===== src/sv/ps2_mouse_packet_to_cursor_core_macros.svh =====
// assertion macros used by the mouse packet decoder controller
`ifndef PS2_MOUSE_PACKET_TO_CURSOR_CORE_MACROS_SVH
`define PS2_MOUSE_PACKET_TO_CURSOR_CORE_MACROS_SVH
`ifndef ASSERT_OFF
`define PS2MC_ASSERT(lbl, clk, rst, prop, msg) \
  lbl: assert property (@(posedge clk) disable iff (rst) prop) else $error(msg);
`define PS2MC_NEVER(lbl, clk, rst, expr, msg) \
  lbl: assert property (@(posedge clk) disable iff (rst) !(expr)) else $error(msg);
`else
`define PS2MC_ASSERT(lbl, clk, rst, prop, msg)
`define PS2MC_NEVER(lbl, clk, rst, expr, msg)
`endif
`endif


===== src/sv/ps2mc_pkg.sv =====
// shared types, constants and width helpers of the mouse packet decoder
`timescale 1ns / 1ps
package ps2mc_pkg;
  localparam int POS_BITS_DEF = 12;
  localparam int SPEED_FRAC_DEF = 8;
  localparam int CFG_W = 12;
  localparam int OUT_POS_W = 12;

  localparam logic [7:0]  RST_ACCEL_NUM = 8'd2;
  localparam logic [7:0]  RST_ACCEL_DEN = 8'd1;
  localparam logic [7:0]  RST_ACCEL_THR = 8'd4;
  localparam logic [11:0] RST_SCREEN_W = 12'd640;
  localparam logic [11:0] RST_SCREEN_H = 12'd480;

  typedef enum logic [2:0] {
    REG_ACCEL_NUM = 3'd0,
    REG_ACCEL_DEN = 3'd1,
    REG_ACCEL_THR = 3'd2,
    REG_SCREEN_W  = 3'd3,
    REG_SCREEN_H  = 3'd4
  } cfg_reg_t;

  typedef enum logic [1:0] {
    EV_MOTION = 2'd0,
    EV_DOWN   = 2'd1,
    EV_UP     = 2'd2
  } event_kind_t;

  typedef enum logic [3:0] {
    OP_NONE, OP_HDR, OP_DXB, OP_DYB, OP_SQX, OP_SQY, OP_RTI, OP_RTS,
    OP_NUM1, OP_NUM2, OP_MUL, OP_DVI, OP_DVS, OP_UPD, OP_CLAMP, OP_BTN
  } dp_op_t;

  typedef struct packed {
    dp_op_t      op;
    logic        axis;      // 0 = x, 1 = y
    logic        load_out;
    event_kind_t kind;
    logic        last;
  } dp_cmd_t;

  typedef struct packed {
    logic zero_motion;
    logic btn_change;
    logic btn_new;      // left button level of the held packet header
    logic moved;
  } dp_stat_t;

  // square root iterations (one result bit each)
  function automatic int rt_steps(int f);
    return 9 + f;
  endfunction

  // width of the scaled product, also the divider step count
  function automatic int prod_bits(int f);
    return 29 + f;
  endfunction
endpackage


===== src/sv/ps2mc_datapath.sv =====
// datapath: config registers, packet bytes, square root, multiply, divide, position
`timescale 1ns / 1ps
module ps2mc_datapath
  import ps2mc_pkg::*;
#(
  parameter int POS_BITS = POS_BITS_DEF,
  parameter int SPEED_FRAC_BITS = SPEED_FRAC_DEF
) (
  input  logic             clk,
  input  logic             rst,
  input  logic             cfg_we,
  input  logic [2:0]       cfg_index,
  input  logic [CFG_W-1:0] cfg_data,
  input  logic [7:0]       in_byte,
  input  dp_cmd_t          cmd,
  output dp_stat_t         stat,
  output logic [1:0]       out_kind,
  output logic [11:0]      out_x,
  output logic [11:0]      out_y,
  output logic             out_btn,
  output logic             out_last
);
  localparam int F = SPEED_FRAC_BITS;
  localparam int XW = (POS_BITS > OUT_POS_W) ? POS_BITS : OUT_POS_W;
  localparam int VW = 18 + 2 * F;
  localparam int SPW = rt_steps(F);
  localparam int DDW = 17 + F;
  localparam int NW = 19 + F;
  localparam int MW = prod_bits(F);
  localparam logic [XW-1:0] TOP = XW'((64'd1 << POS_BITS) - 64'd1);

  logic [7:0] accel_num, accel_den, accel_thr;
  logic [11:0] screen_w, screen_h;
  logic [7:0] hdr, dxb, dyb;
  logic button_held;
  logic [XW-1:0] pos_x, pos_y;
  logic [17:0] sq;
  logic [VW-1:0] rt_v, rt_res, rt_bit;
  logic [DDW-1:0] dd;
  logic signed [NW-1:0] nprod, numer;
  logic signed [MW-1:0] mp;
  logic [MW-1:0] dvd;
  logic [DDW-1:0] rem;
  logic neg;

  // decoded motion
  logic signed [9:0] dx, dy, dsel;
  logic [7:0] den_e, thr_e;
  logic [XW-1:0] lim_x, lim_y, cx, cy, lim_sel, pos_sel, upd_val;
  logic [VW:0] rt_sum;
  logic [DDW:0] rs;
  logic signed [MW+1:0] pos_ext, q_ext, upd_sum;
  logic signed [8:0] adiff;

  always_comb begin
    dx = 10'(signed'({hdr[4], dxb}));
    dy = -10'(signed'({hdr[5], dyb}));
    dsel = cmd.axis ? dy : dx;
    den_e = (accel_den == 8'd0) ? 8'd1 : accel_den;
    thr_e = (accel_thr == 8'd0) ? 8'd1 : accel_thr;
    adiff = signed'({1'b0, accel_num}) - signed'({1'b0, den_e});
    lim_x = (XW'(screen_w) > TOP) ? TOP : XW'(screen_w);
    lim_y = (XW'(screen_h) > TOP) ? TOP : XW'(screen_h);
    cx = (pos_x > lim_x) ? lim_x : pos_x;
    cy = (pos_y > lim_y) ? lim_y : pos_y;
    rt_sum = {1'b0, rt_res} + {1'b0, rt_bit};
    rs = {rem, dvd[MW-1]};
    // signed position update with clamp
    lim_sel = cmd.axis ? lim_y : lim_x;
    pos_sel = cmd.axis ? pos_y : pos_x;
    pos_ext = signed'({{(MW+2-XW){1'b0}}, pos_sel});
    q_ext = signed'({2'b00, dvd});
    upd_sum = neg ? (pos_ext - q_ext) : (pos_ext + q_ext);
    if (upd_sum < 0) begin
      upd_val = '0;
    end else if (upd_sum > signed'({{(MW+2-XW){1'b0}}, lim_sel})) begin
      upd_val = lim_sel;
    end else begin
      upd_val = upd_sum[XW-1:0];
    end
    stat.zero_motion = (dx == 10'sd0) && (dy == 10'sd0);
    stat.btn_change = hdr[0] != button_held;
    stat.btn_new = hdr[0];
    stat.moved = (cx != pos_x) || (cy != pos_y);
  end

  // configuration registers
  always_ff @(posedge clk) begin
    if (rst) begin
      accel_num <= RST_ACCEL_NUM;
      accel_den <= RST_ACCEL_DEN;
      accel_thr <= RST_ACCEL_THR;
      screen_w <= RST_SCREEN_W;
      screen_h <= RST_SCREEN_H;
    end else if (cfg_we) begin
      unique case (cfg_reg_t'(cfg_index))
        REG_ACCEL_NUM: accel_num <= cfg_data[7:0];
        REG_ACCEL_DEN: accel_den <= cfg_data[7:0];
        REG_ACCEL_THR: accel_thr <= cfg_data[7:0];
        REG_SCREEN_W: screen_w <= cfg_data;
        REG_SCREEN_H: screen_h <= cfg_data;
        default: ;
      endcase
    end
  end

  // packet state, position and button
  always_ff @(posedge clk) begin
    if (rst) begin
      hdr <= '0;
      dxb <= '0;
      button_held <= 1'b0;
      pos_x <= XW'(RST_SCREEN_W >> 1);
      pos_y <= XW'(RST_SCREEN_H >> 1);
    end else begin
      unique case (cmd.op)
        OP_HDR: hdr <= in_byte;
        OP_DXB: dxb <= in_byte;
        OP_UPD: begin
          if (cmd.axis) pos_y <= upd_val;
          else pos_x <= upd_val;
        end
        OP_CLAMP: begin
          pos_x <= cx;
          pos_y <= cy;
        end
        OP_BTN: button_held <= hdr[0];
        default: ;
      endcase
    end
  end

  // arithmetic working registers
  always_ff @(posedge clk) begin
    unique case (cmd.op)
      OP_DYB: dyb <= in_byte;
      OP_SQX: begin
        sq <= 18'(dx * dx);
        dd <= {{8'd0, den_e} * {8'd0, thr_e}, 1'b0, {F{1'b0}}};
      end
      OP_SQY: sq <= sq + 18'(dy * dy);
      OP_RTI: begin
        rt_v <= {sq, {(2*F){1'b0}}};
        rt_res <= '0;
        rt_bit <= VW'(1) << (VW - 2);
      end
      OP_RTS: begin
        if ({1'b0, rt_v} >= rt_sum) begin
          rt_v <= rt_v - rt_sum[VW-1:0];
          rt_res <= (rt_res >> 1) + rt_bit;
        end else begin
          rt_res <= rt_res >> 1;
        end
        rt_bit <= rt_bit >> 2;
      end
      OP_NUM1: nprod <= NW'(adiff * signed'({1'b0, rt_res[SPW-1:0]}));
      OP_NUM2: numer <= signed'({2'b00, dd}) + nprod;
      OP_MUL: mp <= MW'(dsel * numer);
      OP_DVI: begin
        neg <= mp[MW-1];
        dvd <= mp[MW-1] ? MW'(-mp) : MW'(mp);
        rem <= '0;
      end
      OP_DVS: begin
        if (rs >= {1'b0, dd}) begin
          rem <= DDW'(rs - {1'b0, dd});
          dvd <= {dvd[MW-2:0], 1'b1};
        end else begin
          rem <= rs[DDW-1:0];
          dvd <= {dvd[MW-2:0], 1'b0};
        end
      end
      default: ;
    endcase
  end

  // result register
  always_ff @(posedge clk) begin
    if (cmd.load_out) begin
      out_kind <= cmd.kind;
      out_x <= pos_x[11:0];
      out_y <= pos_y[11:0];
      out_btn <= (cmd.kind == EV_MOTION) ? button_held : hdr[0];
      out_last <= cmd.last;
    end
  end
endmodule


===== src/sv/ps2mc_ctrl.sv =====
// controller: packet byte count, step sequencing and result handshake
`timescale 1ns / 1ps
`include "ps2_mouse_packet_to_cursor_core_macros.svh"
module ps2mc_ctrl
  import ps2mc_pkg::*;
#(
  parameter int SPEED_FRAC_BITS = SPEED_FRAC_DEF
) (
  input  logic     clk,
  input  logic     rst,
  input  logic     s_tvalid,
  output logic     s_tready,
  input  logic     s_tuser,
  output logic     m_tvalid,
  input  logic     m_tready,
  input  dp_stat_t stat,
  output dp_cmd_t  cmd
);
  localparam int RTN = rt_steps(SPEED_FRAC_BITS);
  localparam int MW = prod_bits(SPEED_FRAC_BITS);
  localparam int CW = $clog2(MW);

  typedef enum logic [15:0] {
    ST_IDLE = 16'h0001, ST_PKT = 16'h0002, ST_SQX = 16'h0004, ST_SQY = 16'h0008,
    ST_RTI = 16'h0010, ST_RT = 16'h0020, ST_NUM1 = 16'h0040, ST_NUM2 = 16'h0080,
    ST_MUL = 16'h0100, ST_DVI = 16'h0200, ST_DV = 16'h0400, ST_UPD = 16'h0800,
    ST_EMOT = 16'h1000, ST_BTN = 16'h2000, ST_CLMP = 16'h4000, ST_ECLMP = 16'h8000
  } state_t;

  state_t state, state_next;
  logic [1:0] bytes_held, bytes_held_next;
  logic [CW-1:0] cnt, cnt_next;
  logic axis, axis_next;
  logic out_valid, out_valid_next;
  logic out_free, s_acc;

  assign s_tready = state == ST_IDLE;
  assign s_acc = s_tvalid && s_tready;
  assign out_free = !out_valid || m_tready;
  assign m_tvalid = out_valid;

  // next state and datapath commands
  always_comb begin
    state_next = state;
    bytes_held_next = bytes_held;
    cnt_next = cnt;
    axis_next = axis;
    cmd.op = OP_NONE;
    cmd.axis = axis;
    cmd.load_out = 1'b0;
    cmd.kind = EV_MOTION;
    cmd.last = 1'b1;
    unique case (state)
      ST_IDLE: begin
        if (s_acc) begin
          if (s_tuser) begin
            state_next = ST_CLMP;
          end else begin
            unique case (bytes_held)
              2'd0: begin
                cmd.op = OP_HDR;
                bytes_held_next = 2'd1;
              end
              2'd1: begin
                cmd.op = OP_DXB;
                bytes_held_next = 2'd2;
              end
              default: begin
                cmd.op = OP_DYB;
                bytes_held_next = 2'd0;
                state_next = ST_PKT;
              end
            endcase
          end
        end
      end
      ST_PKT: state_next = stat.zero_motion ? ST_BTN : ST_SQX;
      ST_SQX: begin
        cmd.op = OP_SQX;
        axis_next = 1'b0;
        state_next = ST_SQY;
      end
      ST_SQY: begin
        cmd.op = OP_SQY;
        state_next = ST_RTI;
      end
      ST_RTI: begin
        cmd.op = OP_RTI;
        cnt_next = '0;
        state_next = ST_RT;
      end
      ST_RT: begin
        cmd.op = OP_RTS;
        cnt_next = cnt + 1'b1;
        if (cnt == CW'(RTN - 1)) state_next = ST_NUM1;
      end
      ST_NUM1: begin
        cmd.op = OP_NUM1;
        state_next = ST_NUM2;
      end
      ST_NUM2: begin
        cmd.op = OP_NUM2;
        state_next = ST_MUL;
      end
      ST_MUL: begin
        cmd.op = OP_MUL;
        state_next = ST_DVI;
      end
      ST_DVI: begin
        cmd.op = OP_DVI;
        cnt_next = '0;
        state_next = ST_DV;
      end
      ST_DV: begin
        cmd.op = OP_DVS;
        cnt_next = cnt + 1'b1;
        if (cnt == CW'(MW - 1)) state_next = ST_UPD;
      end
      ST_UPD: begin
        cmd.op = OP_UPD;
        if (!axis) begin
          axis_next = 1'b1;
          state_next = ST_MUL;
        end else begin
          state_next = ST_EMOT;
        end
      end
      ST_EMOT: begin
        if (out_free) begin
          cmd.load_out = 1'b1;
          cmd.last = !stat.btn_change;
          state_next = ST_BTN;
        end
      end
      ST_BTN: begin
        if (!stat.btn_change) begin
          state_next = ST_IDLE;
        end else if (out_free) begin
          cmd.op = OP_BTN;
          cmd.load_out = 1'b1;
          cmd.kind = stat.btn_new ? EV_DOWN : EV_UP;
          state_next = ST_IDLE;
        end
      end
      ST_CLMP: begin
        if (stat.moved) begin
          cmd.op = OP_CLAMP;
          state_next = ST_ECLMP;
        end else begin
          state_next = ST_IDLE;
        end
      end
      ST_ECLMP: begin
        if (out_free) begin
          cmd.load_out = 1'b1;
          state_next = ST_IDLE;
        end
      end
      default: state_next = ST_IDLE;
    endcase
    out_valid_next = cmd.load_out ? 1'b1 : (m_tready ? 1'b0 : out_valid);
  end

  // control registers
  always_ff @(posedge clk) begin
    if (rst) begin
      state <= ST_IDLE;
      bytes_held <= '0;
      cnt <= '0;
      axis <= 1'b0;
      out_valid <= 1'b0;
    end else begin
      state <= state_next;
      bytes_held <= bytes_held_next;
      cnt <= cnt_next;
      axis <= axis_next;
      out_valid <= out_valid_next;
    end
  end

  `PS2MC_NEVER(a_no_clobber, clk, rst, cmd.load_out && out_valid && !m_tready, "result overwritten")
  `PS2MC_NEVER(a_held_range, clk, rst, bytes_held == 2'd3, "packet byte count out of range")
  `PS2MC_ASSERT(a_screen_cmd, clk, rst, s_acc && s_tuser |=> state == ST_CLMP, "screen beat lost")
endmodule


===== src/sv/ps2_mouse_packet_to_cursor_core.sv =====
// PS/2 mouse packet decoder with pointer acceleration: top level
//
// Usage: input beats on s_* carry one mouse stream byte (s_tuser = 0) or a
// screen-changed command (s_tuser = 1). Every third stream byte closes a
// packet; it yields a motion event when the delta is non-zero and a button
// down/up event when the left button changed. A screen-changed command
// re-clamps the pointer and yields a motion event only if it moved.
// Events leave on m_*, m_tlast marks the final event of an input beat.
// Header and dx bytes are stored as they are accepted. A dy byte with
// motion runs the one-bit-per-cycle square root and the shared restoring
// divider, which runs once for x and once for y, before the next beat is
// accepted; a dy byte with zero motion skips both.
// Results sit in an output register; the next beat is accepted while it
// waits. If the receiver stalls with a second event pending, the block
// holds and s_tready stays low until the register frees up.
// Reset (rst, synchronous) restores register defaults, empties the packet
// assembly, centers the pointer in a 640 x 480 screen, releases the button.
// Configuration beats are taken every cycle and should be sent while idle.
`timescale 1ns / 1ps
module ps2_mouse_packet_to_cursor_core
  import ps2mc_pkg::*;
#(
  parameter int POS_BITS = POS_BITS_DEF,
  parameter int SPEED_FRAC_BITS = SPEED_FRAC_DEF
) (
  input  logic             clk,
  input  logic             rst,
  input  logic             s_tvalid,
  output logic             s_tready,
  input  logic [7:0]       s_tdata,    // data_byte
  input  logic             s_tuser,    // cmd
  output logic             m_tvalid,
  input  logic             m_tready,
  output logic [31:0]      m_tdata,    // pointer_x, pointer_y, button_state, zero pad
  output logic [1:0]       m_tuser,    // event_kind
  output logic             m_tlast,
  input  logic             cfg_valid,
  output logic             cfg_ready,
  input  logic [2:0]       cfg_index,
  input  logic [CFG_W-1:0] cfg_data
);
  dp_cmd_t cmd;
  dp_stat_t stat;
  logic [11:0] px, py;
  logic pbtn;

  assign cfg_ready = 1'b1;
  assign m_tdata = {7'd0, pbtn, py, px};

  ps2mc_ctrl #(
    .SPEED_FRAC_BITS(SPEED_FRAC_BITS)
  ) u_ctrl (
    .clk(clk),
    .rst(rst),
    .s_tvalid(s_tvalid),
    .s_tready(s_tready),
    .s_tuser(s_tuser),
    .m_tvalid(m_tvalid),
    .m_tready(m_tready),
    .stat(stat),
    .cmd(cmd)
  );

  ps2mc_datapath #(
    .POS_BITS(POS_BITS),
    .SPEED_FRAC_BITS(SPEED_FRAC_BITS)
  ) u_dp (
    .clk(clk),
    .rst(rst),
    .cfg_we(cfg_valid && cfg_ready),
    .cfg_index(cfg_index),
    .cfg_data(cfg_data),
    .in_byte(s_tdata),
    .cmd(cmd),
    .stat(stat),
    .out_kind(m_tuser),
    .out_x(px),
    .out_y(py),
    .out_btn(pbtn),
    .out_last(m_tlast)
  );
endmodule

===== config.mk =====
export PLATFORM = sky130hd
export DESIGN_NAME = ps2_mouse_packet_to_cursor_core
export DESIGN_NICKNAME = d
export VERILOG_FILES = /design/src/sv/ps2mc_pkg.sv /design/src/sv/ps2mc_datapath.sv /design/src/sv/ps2mc_ctrl.sv /design/src/sv/ps2_mouse_packet_to_cursor_core.sv
export VERILOG_INCLUDE_DIRS = /design/src /design/src/sv
export SDC_FILE = /design/constraint.sdc
export NUM_CORES = 2
export LEC_CHECK = 0
export BUFFER_PORTS_ARGS = -buffer_cell sky130_fd_sc_hd__buf_2
export CORE_AREA = 2 2 302 304
export CTS_CLUSTER_DIAMETER = 120
export DETAILED_ROUTE_END_ITERATION = 10
export DIE_AREA = 0 0 304 306
export GPL_TIMING_DRIVEN = 0
export PLACE_DENSITY = 0.77
export SLEW_MARGIN = 40
export SYNTH_ARGS = -nofsm -noshare
export SYNTH_HDL_FRONTEND = slang
export SYNTH_SLANG_ARGS = --single-unit

===== constraint.sdc =====
create_clock -name clk -period 10.9 [get_ports clk]
set_input_delay 2.18 -clock clk [delete_from_list [all_inputs] [get_ports clk]]
set_output_delay 2.18 -clock clk [all_outputs]
set_load 0.02 [all_outputs]

==> results.toml <==
[power]
pwr-share-clk_pct = 37.2
p_seq_share_pct = 37.7
p_comb_share_pct = 25.1
p_int_uw = 3173
p_leak_uw = 0.02315
swShare_pct = 30.69
peakVddDrop_mv = 0.1187
power_switching_uw = 1405
p_per_area_mw_per_mm2 = 86.77

[min_path]
hold_class = "reg -> reg"

[clock_tree]
cts_tree = "done"
path_clk_slew_ps = 60
hold_buffers = 0
cts_made_buffers = 48
clk_latency_ps = 630
h-tree-depth = 2
postCtsResizedCells = 0
clock-sinks = 419
cts_root_buffer = "clkbuf_16"
cts_setup_buffers = 0
clockBufferDepth = 3

[logic_synthesis]
synth_edf_count = 309
ys_async_sr_fraction_pct = 0
postSynthCellCount = 5365
avgSynthCellArea_sq_um = 9.125
synth_warnings = 0
ys_types = 83
syn_area_sq_mm = 0.04895
synth_seq_area_share_pct = 23.45
ys.flop_type = "edfxtp_1"
ys_ff_latch = 419

[cells_and_area]
drive_gt1_share_pct = 5.005
final_cells = 6712
final_cell_mix = "inv_1 (756), nand2_1 (531), fa_1 (520), ha_1 (455), nor2_1 (331)"
final_common_cell = "inv_1"
syn_to_final_growth_pct = 7.783
post-route-util_pct = 58.89
finalNetCount = 6498

[die]
die_area_sq_mm = 0.09302
die_w_um = 304
fp.dieH_um = 306
placeableCoreArea_sq_mm = 0.08960
row_count = 110
pin_count = 67
start_util_pct = 54.64

[route]
drt-total-wl_um = 134500
vias = 39210
drt_first_pass_iters = 6
routedWlPerCell_um = 20.04
drc = 0
drt_iter0_drc = 3187
via_per_inst = 5.841
antenna_left = 0

[sta]
fin_skew_ps = 48.35
max_freq_mhz = 101.0
relSlewSlack_pct = 38.74
worst_slew_pin_slew_ps = 919.0
finalCritPeriodShare_pct = 90.82
finalCriticalPeriod_ps = 9899
setup_viol = 0
slew_violations = 0
hold-worst-slack_ps = 406.0
rsz0062_at_grt = "false"
finalHoldViolations = 0

[worst_setup_path]
arrival_ps = 10250
endpoint_kind = "flip-flop"
criticalPathCategory = "reg -> reg"
slowest_stage = "o311ai_0"
critPathMaxStageDelay_ps = 590
critPathRequiredTime_ps = 11250
critPathLaunchType = "flip-flop"
worst-path-max-fanout = 10

[global_routing]
grt_pass1_vias = 39890
grt_pass1_wl_um = 215700
track_usage_pct = 29.00
grt_overflow_total = 0
antenna_found_initial = 4
grt_start_max_net_pins = 54

[placement]
hpwl_um = 105800
portBuffers = 56
dp_cells = 6617
gp_congestion = 1.007

[flow_run]
maxCapViolations = 0

[outcome]
status = "finished, final reports clean"
## synth_stat cells (47+ instances only)
cell type,number,share of area (%)
a21o_1,53,0.81
a21oi_1,250,2.6
and2_1,221,2.8
clkbuf_1,163,1.2
dfxtp_1,110,4.5
edfxtp_1,309,19
fa_1,520,21
ha_1,455,12
inv_1,757,5.8
mux2i_1,72,1.5
nand2_1,533,4.1
nand2b_1,68,0.87
nand3_1,85,0.87
nor2_1,334,2.6
nor2b_1,165,2.1
nor3_1,90,0.92
o21ai_0,207,2.1
or3_1,47,0.60
xnor2_1,171,3.1
xor2_1,122,2.2
## critical path: cells and delay by family, from the launching register on
family	cells	cell delay [ps]
buf+inv	8	1080
fa+ha+maj	8	3550
simple gates	8	1670
flops	1	300
compound gates	12	2920
xor+xnor	1	80
## state kept, by name (all words and copies together), names as in the netlist, 3 cells and up
signal	cells
u_dp.dvd	37
u_dp.mp	37
u_dp.rt_res	34
u_dp.rt_v	34
u_dp.nprod	27
u_dp.numer	27
u_dp.rem	25
u_dp.sq	18
u_dp.rt_bit	17
u_ctrl.state	16
u_dp.dd	16
u_dp.out_x	12
u_dp.out_y	12
u_dp.pos_x	12
u_dp.pos_y	12
u_dp.screen_h	12
u_dp.screen_w	12
u_dp.accel_den	8
u_dp.accel_num	8
u_dp.accel_thr	8
u_dp.dxb	8
u_dp.dyb	8
u_ctrl.cnt	6
u_dp.hdr	3
## path summary, 6_finish.rpt
path                                                      from                  endpoint  slack (ps)  depth (start not counted)
worst max-delay path            u_dp.accel_den[2]$_SDFFE_PP0P_  u_dp.nprod[26]$_DFFE_PN_        1000                         37
worst min-delay path                   u_dp.nprod[6]$_DFFE_PN_   u_dp.numer[6]$_DFFE_PN_         410                          0
worst max register to register  u_dp.accel_den[2]$_SDFFE_PP0P_  u_dp.nprod[26]$_DFFE_PN_        1000                         37
worst min register to register         u_dp.nprod[6]$_DFFE_PN_   u_dp.numer[6]$_DFFE_PN_         410                          0
## power groups by stage
stage                     combinational [uW]  sequential [uW]  clock (uW)
after floorplan                          873             1750           0
after global placement                  1100             1760           0
after detailed placement                1130             1760           0
after CTS                               1140             1720        1730
after global routing                    1310             1730        1780
final                                   1150             1730        1700
## metal layers
metal	track usage, %	wire length, um
met1	37.58	54250
met2	48.59	63420
met3	4.085	10300
met4	12.82	6502
met5	0	11
## cell type report
cell class	instances	area, sq um
diodes	2	5.005
fillers	7524	36840
repair buffers	73	445.4
clock buffers	67	1324
flip-flops and latches	419	11480
plain buffers	220	890.9
well taps	1176	1471
multi-input cells	3972	33960
clock inverters	23	331.6
inverters	760	2853
## stage by stage
step	setup TNS, ps	power [uW]	area, sq um	worst slack, ps
CTS	0	4595	52670	995.5
detailed placement	0	2885	51020	1064
global placement	-12210	2854	50730	-360.6
floorplan	0	2627	48980	2708
global route	0	4815	52760	341.6
finish	0	4578	52760	1001
## kinds of logic (layout without fill, tap and decap cells)
group                    Yosys count  after routing  synth area share (%)
AO/OA/AOI/OAI                    864            864                 11.20
XOR/XNOR                         293            293                 5.242
adder cells (fa/ha/maj)          975            975                 32.89
buffers and inverters            980           1143                 7.629
flip-flops                       419            419                 23.45
multiplexers                      90             90                 1.886
other                              2             10               0.01534
AND/OR/NAND/NOR                 1742           1742                 17.68
Power figures use the tool's default switching activity.
